==> src/hdl/bnsu_pkg.sv <==
// Shared types and constants for the ternary-weight Boolean network update block.
`default_nettype none
package bnsu_pkg;

	localparam int NODES   = 16;
	localparam int CODE_W  = 2;
	localparam int ROW_W   = NODES * CODE_W;
	localparam int IDX_W   = $clog2(NODES);
	localparam int CNT_W   = $clog2(NODES + 1);
	localparam int CFG_W   = 5;

	localparam logic [CFG_W-1:0] NODE_COUNT_RST = CFG_W'(NODES);

	// Weight codes
	localparam logic [CODE_W-1:0] CODE_PLUS  = 2'b01;
	localparam logic [CODE_W-1:0] CODE_MINUS = 2'b11;

	// Request types
	localparam logic REQ_LOAD = 1'b0;
	localparam logic REQ_STEP = 1'b1;

	typedef logic [ROW_W-1:0] row_t;
	typedef logic [NODES-1:0] state_t;
	typedef logic [IDX_W-1:0] idx_t;
	typedef logic [CNT_W-1:0] cnt_t;

	// Row write request to the weight store
	typedef struct packed {
		logic we;
		idx_t addr;
		row_t data;
	} wr_req_t;

	// Nodes below the configured count are in use
	function automatic state_t node_mask(input logic [CFG_W-1:0] count);
		state_t m;
		for (int j = 0; j < NODES; j++) begin
			m[j] = (CFG_W'(j) < count);
		end
		return m;
	endfunction

endpackage
`default_nettype wire

==> src/hdl/bnsu_weights.sv <==
// Weight matrix store: one row of ternary codes per target node.
`default_nettype none
module bnsu_weights
	import bnsu_pkg::*;
(
	input  wire logic    clk,
	input  wire logic    arst_n,
	input  wire wr_req_t wr,
	output row_t         rows [NODES]
);

	row_t rows_q [NODES];

	// Write one row per load transfer; reset clears all edges
	always_ff @(posedge clk or negedge arst_n) begin
		if (!arst_n) begin
			for (int k = 0; k < NODES; k++) begin
				rows_q[k] <= '0;
			end
		end else if (wr.we) begin
			rows_q[wr.addr] <= wr.data;
		end
	end

	assign rows = rows_q;

endmodule
`default_nettype wire

==> src/hdl/bnsu_node.sv <==
// Next-value logic for one target node.
`default_nettype none
module bnsu_node
	import bnsu_pkg::*;
(
	input  wire row_t   row,
	input  wire state_t active,
	input  wire state_t self_sel,
	output logic        next_bit
);

	state_t pos;
	state_t neg;
	cnt_t   pos_cnt;
	cnt_t   neg_cnt;
	logic   veto;
	logic   self_on;

	// Decode the weight of each active source
	always_comb begin
		for (int j = 0; j < NODES; j++) begin
			pos[j] = active[j] && (row[CODE_W*j +: CODE_W] == CODE_PLUS);
			neg[j] = active[j] && (row[CODE_W*j +: CODE_W] == CODE_MINUS);
		end
	end

	// Count positive and negative contributions
	always_comb begin
		pos_cnt = '0;
		neg_cnt = '0;
		for (int j = 0; j < NODES; j++) begin
			pos_cnt = pos_cnt + cnt_t'(pos[j]);
			neg_cnt = neg_cnt + cnt_t'(neg[j]);
		end
	end

	// An inhibiting active neighbor forces off; self inhibition only counts
	assign veto    = |(neg & ~self_sel);
	assign self_on = |(active & self_sel);

	assign next_bit = !veto && ((pos_cnt > neg_cnt) || ((pos_cnt == neg_cnt) && self_on));

endmodule
`default_nettype wire

==> src/hdl/boolean_network_state_update.sv <==
// Top level: input register, node update lanes and result register.
// Step path: input register, then result register; an unread result stalls it.
// Loads and steps run back to back at one per cycle; a held result stalls a step.
// A load writes its weight row when it leaves the input register; it gives no result.
// Reset (arst_n low, asynchronous) clears all weights to zero, sets node_count to 16
// and empties both registers.
`default_nettype none
module boolean_network_state_update
	import bnsu_pkg::*;
(
	input  wire logic             clk,
	input  wire logic             arst_n,
	input  wire logic             cfg_we,
	input  wire logic [CFG_W-1:0] cfg_data,
	input  wire logic             in_valid,
	output logic                  in_ready,
	input  wire logic             req_type,
	input  wire logic [3:0]       row_index,
	input  wire logic [31:0]      row_codes,
	input  wire logic [15:0]      current_state,
	output logic                  out_valid,
	input  wire logic             out_ready,
	output logic [15:0]           next_state
);

	logic [CFG_W-1:0] node_count_q;
	logic             valid_s1;
	logic             type_s1;
	idx_t             index_s1;
	row_t             codes_s1;
	state_t           state_s1;
	logic             out_valid_q;
	state_t           next_q;
	logic             advance_s1;
	logic             step_done;
	state_t           in_use;
	state_t           active;
	state_t           next_c;
	row_t             rows [NODES];
	wr_req_t          wr;

	// Configuration register
	always_ff @(posedge clk or negedge arst_n) begin
		if (!arst_n) begin
			node_count_q <= NODE_COUNT_RST;
		end else if (cfg_we) begin
			node_count_q <= cfg_data;
		end
	end

	// A held load always moves on; a held step moves on once the result slot frees
	assign advance_s1 = valid_s1 && ((type_s1 == REQ_LOAD) || !out_valid_q || out_ready);
	assign in_ready   = !valid_s1 || advance_s1;
	assign step_done  = advance_s1 && (type_s1 == REQ_STEP);

	always_ff @(posedge clk or negedge arst_n) begin
		if (!arst_n) begin
			valid_s1 <= 1'b0;
		end else if (in_ready) begin
			valid_s1 <= in_valid;
		end
	end

	// Capture the payload on an input transfer
	always_ff @(posedge clk) begin
		if (in_valid && in_ready) begin
			type_s1  <= req_type;
			index_s1 <= row_index;
			codes_s1 <= row_codes;
			state_s1 <= current_state;
		end
	end

	// Commit a load's row as it leaves the input stage
	assign wr.we   = advance_s1 && (type_s1 == REQ_LOAD);
	assign wr.addr = index_s1;
	assign wr.data = codes_s1;

	bnsu_weights u_weights (
		.clk    (clk),
		.arst_n (arst_n),
		.wr     (wr),
		.rows   (rows)
	);

	// Drop nodes beyond the configured count
	assign in_use = node_mask(node_count_q);
	assign active = state_s1 & in_use;

	for (genvar i = 0; i < NODES; i++) begin : g_node
		logic node_bit;

		bnsu_node u_node (
			.row      (rows[i]),
			.active   (active),
			.self_sel (state_t'(1) << i),
			.next_bit (node_bit)
		);

		assign next_c[i] = node_bit && in_use[i];
	end

	// Result register: load on a finished step, release on an output transfer
	always_ff @(posedge clk or negedge arst_n) begin
		if (!arst_n) begin
			out_valid_q <= 1'b0;
		end else if (step_done) begin
			out_valid_q <= 1'b1;
		end else if (out_ready) begin
			out_valid_q <= 1'b0;
		end
	end

	always_ff @(posedge clk) begin
		if (step_done) begin
			next_q <= next_c;
		end
	end

	assign out_valid  = out_valid_q;
	assign next_state = next_q;

endmodule
`default_nettype wire
==> config.mk <==
export PLATFORM = sky130hd
export DESIGN_NAME = boolean_network_state_update
export DESIGN_NICKNAME = d
export VERILOG_FILES = /design/src/hdl/bnsu_pkg.sv /design/src/hdl/bnsu_weights.sv /design/src/hdl/bnsu_node.sv /design/src/hdl/boolean_network_state_update.sv
export SDC_FILE = /design/constraint.sdc
export NUM_CORES = 2
export LEC_CHECK = 0
export BUFFER_PORTS_ARGS = -buffer_cell sky130_fd_sc_hd__clkbuf_2
export CAP_MARGIN = 10
export CORE_MARGIN = 2
export CORE_UTILIZATION = 56
export CTS_CLUSTER_SIZE = 16
export DETAILED_ROUTE_END_ITERATION = 16
export HOLD_SLACK_MARGIN = 0.03
export PLACE_DENSITY = 0.72
export SYNTH_ARGS = -nofsm -noshare
export SYNTH_HDL_FRONTEND = slang
export SYNTH_SLANG_ARGS = --single-unit
==> constraint.sdc <==
create_clock -name clk -period 8.2 [get_ports clk]
set_input_delay 1.64 -clock clk [delete_from_list [all_inputs] [get_ports clk]]
set_output_delay 1.64 -clock clk [all_outputs]
set_load 0.02 [all_outputs]
# Yosys cells after proc, flatten, opt, wreduce, memory -nomap -nowiden
# Cells that the tools add are included.
# word_totals
elab_cells	1693
ff_bits	588
input_bits	63
output_inout_bits	18
# classes
n_mux	5
n_lt_le_gt_ge	34
add_sub_neg	480
eq_ne	528
bitwise	3
n_reduce_logical	619
# op_table
op	n
adder 5 x 1 -> 5 bit	448
logical AND 1 bit	565
bitwise mux 512 bit	1
== test 2 x 1 -> 1 bit (second input constant)	256
== test 2 bit (second input constant)	256
OR reduction 15 bit	16
demux 32 bit (select 4 bit)	1
== test 5 bit	16
greater-than comparator 5 bit	16
adder 1 x 1 -> 2 bit	32
< comparator 4 x 5 -> 1 bit (first input constant)	8
2-to-1 mux 32 bit	1
< comparator 3 x 5 -> 1 bit (first input constant)	4
logical OR 1 bit	19
zero test 1 bit	18
AND 16 bit	1
< comparator 1 x 5 -> 1 bit (first input constant)	2
< comparator 2 x 5 -> 1 bit (first input constant)	2
greater-or-equal comparator 5 bit (second input constant)	1
< comparator 5 x 1 -> 1 bit (second input constant)	1
inverter 4 -> 5 bit	1
2-to-1 mux 1 bit	2
nonzero test 2 bit	1
inverter 1 bit	1

# Logic depth before layout (Yosys ltp)
# logic_depth
word_depth	23
ltp_mapped	26
depth_no_buf	23

# Hierarchy
# Synthesis repeated with hierarchy kept, for this count alone.
# unflattened
hier_cells	3545
area_unflattened_um2	41981.5
# by_module_without_submodules
module	cells_each	area_per_inst_um2	instances
bnsu_weights	1133	19100.8	1
bnsu_node at g_node[0].u_node ...	141	1262.5	9
bnsu_node at g_node[5].u_node ...	141	1267.5	4
boolean_network_state_update	147	2713.9	1
bnsu_node at g_node[4].u_node	141	1278.7	1
bnsu_node at g_node[15].u_node	145	1253.7	1
bnsu_node at g_node[9].u_node	146	1202.4	1

# Worst setup path before layout
# Ideal clock, no wire load.
# synth_path
path_kind	reg2reg
from	reg node_count_q[1]
to	reg next_q[8] (netlist: next_state[8]) (data pin)
setup_slack_ns	2.002
required_ns	8.050
setup_ns	0.150
path_stages_with_launch	25
arrival_ns	6.049
cell_sequence	dfrtp_1 buf_2 or3_1 o21a_1 buf_1 nand2_1 nor2_1 ha_1 inv_1 fa_1 fa_1 fa_1 inv_1 fa_1 fa_1 inv_1 fa_1 nor2b_1 o21a_1 ha_1 and3_1 a221oi_1 a32o_1 or4b_1 nor3_2
# synth_via
elab_chain_cells	23
word_cells_on_any_way	87
cone_classes	30 x add/sub; 17 x order compare; 1 x eq/ne; 1 x bitwise; 38 x reduce/logical
# synth_lines
element	line_no	source
start, declared	boolean_network_state_update.sv:26	logic [CFG_W-1:0] node_count_q;
start signal, assigned	boolean_network_state_update.sv:47	node_count_q <= cfg_data;
parallel branches: the longest is 22 deep, another holds < comparator 1 x 5 -> 1 bit	--	
logical AND 1 bit (*)	boolean_network_state_update.sv:100	assign next_c[i] = node_bit && in_use[i];
net next_c[8]	boolean_network_state_update.sv:38	state_t next_c;
end signal, assigned	boolean_network_state_update.sv:116	next_q <= next_c;
end, declared	boolean_network_state_update.sv:33	state_t next_q;
# Mark *: on every way through the listed nets, which the timed path passes.
# A chain may end at the register's enable or synchronous reset.

# Worst setup path in the final report
# layout_path
from	reg node_count_q[4]
to	reg next_q[8] (netlist: next_state[8]) (data pin)
# Same word-level chain as after synthesis.

==> results by stage <==
Run status:
- The run finished with clean final reports.

Critical path:
- The kind of start point of the critical path is a flop.
- The number of buffers and inverters on the critical path is 2.
- The worst flop-to-flop path endpoint is next_state[8].
- The cell family with the largest share of critical-path delay is adder cells.
- Counting stages on the worst path, the most repeated cell is fa_1.
- The setup check on the worst reg-to-reg path leaves a slack of 1.06 ns.
- The worst register-to-register path begins at node_count_q[4].
- The library cell contributing the largest single delay on the critical path is and2_2.
- Data arrives at the worst endpoint at 7.60 ns.
- The critical path start-end classification is reg2reg.
- The number of cells on the worst reg-to-reg path is 19.
- In this design, the stage delay of the slowest critical-path cell is approximately 0.92 ns.
- The count of cell instances traversed by the critical path is 19.
- The critical path required time is 8.66 ns.
- The worst setup path is captured at a flop.
- The critical path goes through a2111o_1, and2_2, nand3b_1, fa_1, fa_1, fa_1, inv_1, fa_1, fa_1, inv_1, fa_1, nor2b_1, o21a_1, ha_1, and3_1, a221oi_1, a32o_1, or4b_1, nor3_2.
- The first element of the critical path is node_count_q[4].
- Following the worst setup path forward leads to its endpoint at next_state[8].
- The maximum fanout count along the critical path is 27.

Clocking:
- The clock tree synthesis step divided the H-tree into 3 levels.
- TritonCTS built the clock tree.
- The number of buffers inserted by hold repair at cts is 0.
- The number of buffers inserted to repair setup after CTS is 0.
- Clock-pin slew was measured on the worst setup and hold paths at ~0.06 ns.
- The clock passes through at most 3 buffers.
- For the worst-skew pair, the clock arrives at the later sink with an insertion delay of roughly 0.63 ns.
- The count of instances resized after the clock tree is built is 0.
- The clock tree root driver cell is clkbuf_16.
- In this run, CTS created clock tree buffers numbering 69.
- The CTS sink count is 588.

Pwr:
- The peak supply drop is 0.195 mV.
- Power spread over the standard cell area amounts to 264 nW/µm².
- The total power draw is 11.5 mW.
- The internal portion of total power is 7.53 mW.
- The fraction of power spent switching nets is 34.5%.
- The clock network power share is ~29%.
- The analysis attributes to net switching a power of 3.97 mW.
- Summed over all cells, the static leakage comes to 21.2 nW.
- Combinational cells account for 35.8% of the total power.
- Sequential cells burn 35.4% of the power.

Final layout:
- The number of nets at the end of the flow is slightly above 4,000.
- The fill cell instance count of the final layout is roughly 5,600.
- The area growth from synthesis to layout is 10.1%.
- The ratio of cells with drive above 1 in the final layout is 22.7%.
- The post-layout utilization of the core is a little over 60%.

Placement:
- The post-detailed-placement half-perimeter wirelength is 72,800 µm.
- Routability-driven placement finished with a final weighted congestion of 0.912.
- The count of buffers added on input and output ports is 80.
- OpenSTA, run right after detailed placement, puts the worst setup slack at between 1 and 1.5 ns.

Timing:
- The minimum clock period is 7.14 ns.
- The post-route clock skew is roughly 0.032 ns.
- The max-slew violation total from the final report is 0.
- The summed negative setup slack over all endpoints is 0 ns.
- The hold violation total from the final report came to 0.
- In this run the tightest slew margin relative to its limit is between 10% and 20%.
- After layout, the worst setup slack is ~1.1 ns.
- The final critical path takes up ~87% of the cycle.
- The highest achievable clock rate is 140 MHz.
- The transition at the pin with the smallest max-transition slack is 1.30 ns.
- Setup repair after global routing left no endpoint under its margin.
- Setup violations remaining at the end of the flow were counted as 0.

Synthesis:
- The synthesized flop and latch total is 588.
- During synthesis, Yosys emitted a total of 0 warnings.
- Of the total synthesized cell area, the portion taken by XOR and XNOR cells is roughly 1.4%.
- After synthesis, the largest family of logic cells by area is adder cells.
- The simple logic cell fraction of the synthesized area is between 10% and 20%.
- The mux share of post-synthesis cell area is 14.7%.
- Sequential cells were found to cover 38.1% of the synthesized design area.
- The synthesized netlist occupies a cell area of roughly 40,000 µm².
- Among all flip-flop cells after synthesis, the most frequent one is dfrtp_1.
- The post-synthesis net count is 4,060.
- The synthesized netlist devotes roughly 24% of its cell area to adder and majority cells.
- In this run, synthesis inferred 69 flip-flops with an integrated enable.
- The compound-cell area share of the yosys netlist is 3.95%.
- The gate count after technology mapping is between 3,000 and 4,000.
- The number of different library cells used by synthesis comes to 71.
- In the synthesized netlist the async set-or-reset flop fraction comes to 88.3%.
- The synthesized area per cell is 11.6 µm².

Global route:
- The first global-routing pass estimated 170,000 µm of wire.
- The aggregate global routing overflow is 0.
- The number of global-route vias before repair is 27,327.
- The number of antenna violations at the first check in global routing is 10.
- Global routing used a little under a third of the available tracks across all layers.
- Entering global routing, the biggest net connects around 160 pins.

Die:
- The floorplan step set the die height to roughly 270 µm.
- The placeable core region is 69,900 µm².
- The initial utilization of the core area, before any placement, comes to 56.5%.
- The floorplan step defined a die boundary enclosing 72,700 µm².
- The floorplan die width is around 270 µm.
- The boundary pin count is 81.
- The floorplan has 97 rows.

Drt:
- After the first detailed-routing iteration, the DRC count stood at 2,389.
- The pre-antenna-repair detailed-routing pass consisted of 5 iterations.
- Across all layers, the routed design uses 26,880 vias.
- For this run, design rule violations remaining after detail routing come to 0.
- The routed via count divided by cell count is around 6.
- The routed length per instance is 25.0 µm.
- The post-route antenna net violation count is 0.
- Wires add up to 112,000 µm.

Run:
- Max-cap violations in this run came to 0.

Hold path:
- In this run the worst hold path is classified as reg2reg.
-- registers in the layout (all words and copies together) (netlist names) --
| signal | count |
|---|---|
| codes_s1 | 32 |
| u_weights.rows | 512 |
| out_valid | 1 |
| type_s1 | 1 |
| valid_s1 | 1 |
| index_s1 | 4 |
| node_count_q | 5 |
| next_state | 16 |
| state_s1 | 16 |
-- kinds of logic after synthesis --
family / count (synthesis)
mux: 517
xor+xnor: 64
buf+inv: 588
simple gates: 863
flops: 588
fa+ha+maj: 577
compound gates: 223
-- Yosys cell counts (8+ instances only) --
library cell | number | area, µm²
and2_1 | 9 | 56.3
xor2_1 | 32 | 280
buf_1 | 30 | 113
and3_1 | 58 | 363
a211oi_1 | 8 | 60.1
inv_1 | 443 | 1660
a21o_1 | 44 | 330
edfxtp_1 | 69 | 2070
nand2_1 | 180 | 676
nand4b_1 | 9 | 78.8
nand4_1 | 54 | 338
o2111ai_1 | 17 | 149
nor3_1 | 13 | 65.1
mux2_2 | 511 | 5750
ha_1 | 257 | 3220
fa_1 | 320 | 6410
xnor2_1 | 32 | 280
nand2b_1 | 11 | 68.8
nand3b_1 | 112 | 841
nand3_1 | 173 | 866
nor2_1 | 158 | 593
dfrtp_1 | 518 | 13000
o21ai_0 | 32 | 160
a21oi_1 | 45 | 225
and4_1 | 9 | 78.8
o21a_1 | 24 | 180
o211ai_1 | 10 | 75.1
nor2b_1 | 42 | 263
a31oi_1 | 8 | 50.1
buf_2 | 55 | 275
clkbuf_1 | 55 | 206
-- worst min path at each step --
stage               slack, ns                start  cells past startpoint                   to
floorplan                0.47  u_weights.rows[408]                      1  u_weights.rows[408]
global placement         0.49  u_weights.rows[392]                      1  u_weights.rows[392]
detailed placement       0.49  u_weights.rows[486]                      1  u_weights.rows[486]
CTS                      0.51  u_weights.rows[486]                      1  u_weights.rows[486]
global route             0.52  u_weights.rows[477]                      1  u_weights.rows[477]
finish                   0.51  u_weights.rows[486]                      1  u_weights.rows[486]
-- layout make-up --
cell class	instances	area, µm²	area share, %
diodes	3	7.51	0.0173
clock buffers	94	2000	4.59
clock inverters	33	433	0.995
inverters	443	1660	3.82
multi-input cells	2244	22200	51.0
flip-flops and latches	588	15100	34.6
well taps	940	1180	2.70
repair buffers	149	966	2.22
-- worst reg2reg max path, cell delays in order (launching register included) --
cell	delay, ns
dfstp_2	0.76
a2111o_1	0.53
and2_2	0.92
nand3b_1	0.26
fa_1	0.55
fa_1	0.54
fa_1	0.54
inv_1	0.06
fa_1	0.50
fa_1	0.45
inv_1	0.08
fa_1	0.20
nor2b_1	0.05
o21a_1	0.16
ha_1	0.31
and3_1	0.18
a221oi_1	0.08
a32o_1	0.22
or4b_1	0.48
nor3_2	0.10
-- per-layer routing --
layer	vias up	part of all wire (%)	track usage, %
met5	-	0.012	0
met4	2	5.3	14.9
met3	290	8.1	4.65
met2	1137	46	50.0
met1	13722	41	43.1
li1	11729	-	-
-- cell usage in the layout (no fill, tap or decap), drive strengths merged, types with 9 or more instances in the layout --
master / synthesis / final
o2111ai: 18 / 18
clkbuf: 55 / 173
nand3: 174 / 174
and3: 58 / 58
and4: 9 / 9
a21o: 44 / 44
nand4b: 9 / 9
buf: 90 / 70
ha: 257 / 257
nor2: 158 / 158
bufinv: 0 / 9
dfrtp: 518 / 518
o211ai: 10 / 10
nand3b: 112 / 112
a21oi: 45 / 45
inv: 443 / 449
and2: 10 / 10
fa: 320 / 320
xnor2: 32 / 32
clkinv: 0 / 17
nor4: 9 / 9
nand2: 180 / 180
xor2: 32 / 32
nand4: 54 / 54
nand2b: 11 / 11
nor3: 14 / 14
edfxtp: 69 / 69
nor2b: 42 / 42
o21ai: 32 / 32
mux2: 517 / 517
o21a: 25 / 25
-- power groups by stage --
stage          Sequential, mW  Combinational (mW)  Clock [mW]
2_1_floorplan            4.00                3.07           0
3_3_place_gp             4.08                3.95           0
3_5_place_dp             4.11                4.08           0
4_1_cts                  4.06                4.12        3.34
5_1_grt                  4.16                4.66        3.45
6_report                 4.08                4.12        3.31
-- stage by stage --
| step | cells | hold slack [ns] | area, µm² |
|---|---|---|---|
| floorplan | 3420 | 0.473 | 39500 |
| global placement | 4364 | 0.490 | 41100 |
| detailed placement | 4364 | 0.493 | 41100 |
| CTS | 4491 | 0.512 | 43500 |
| global route | 4493 | 0.522 | 43500 |
| finish | 4494 | 0.511 | 43500 |
Power figures use the tool's default switching activity.
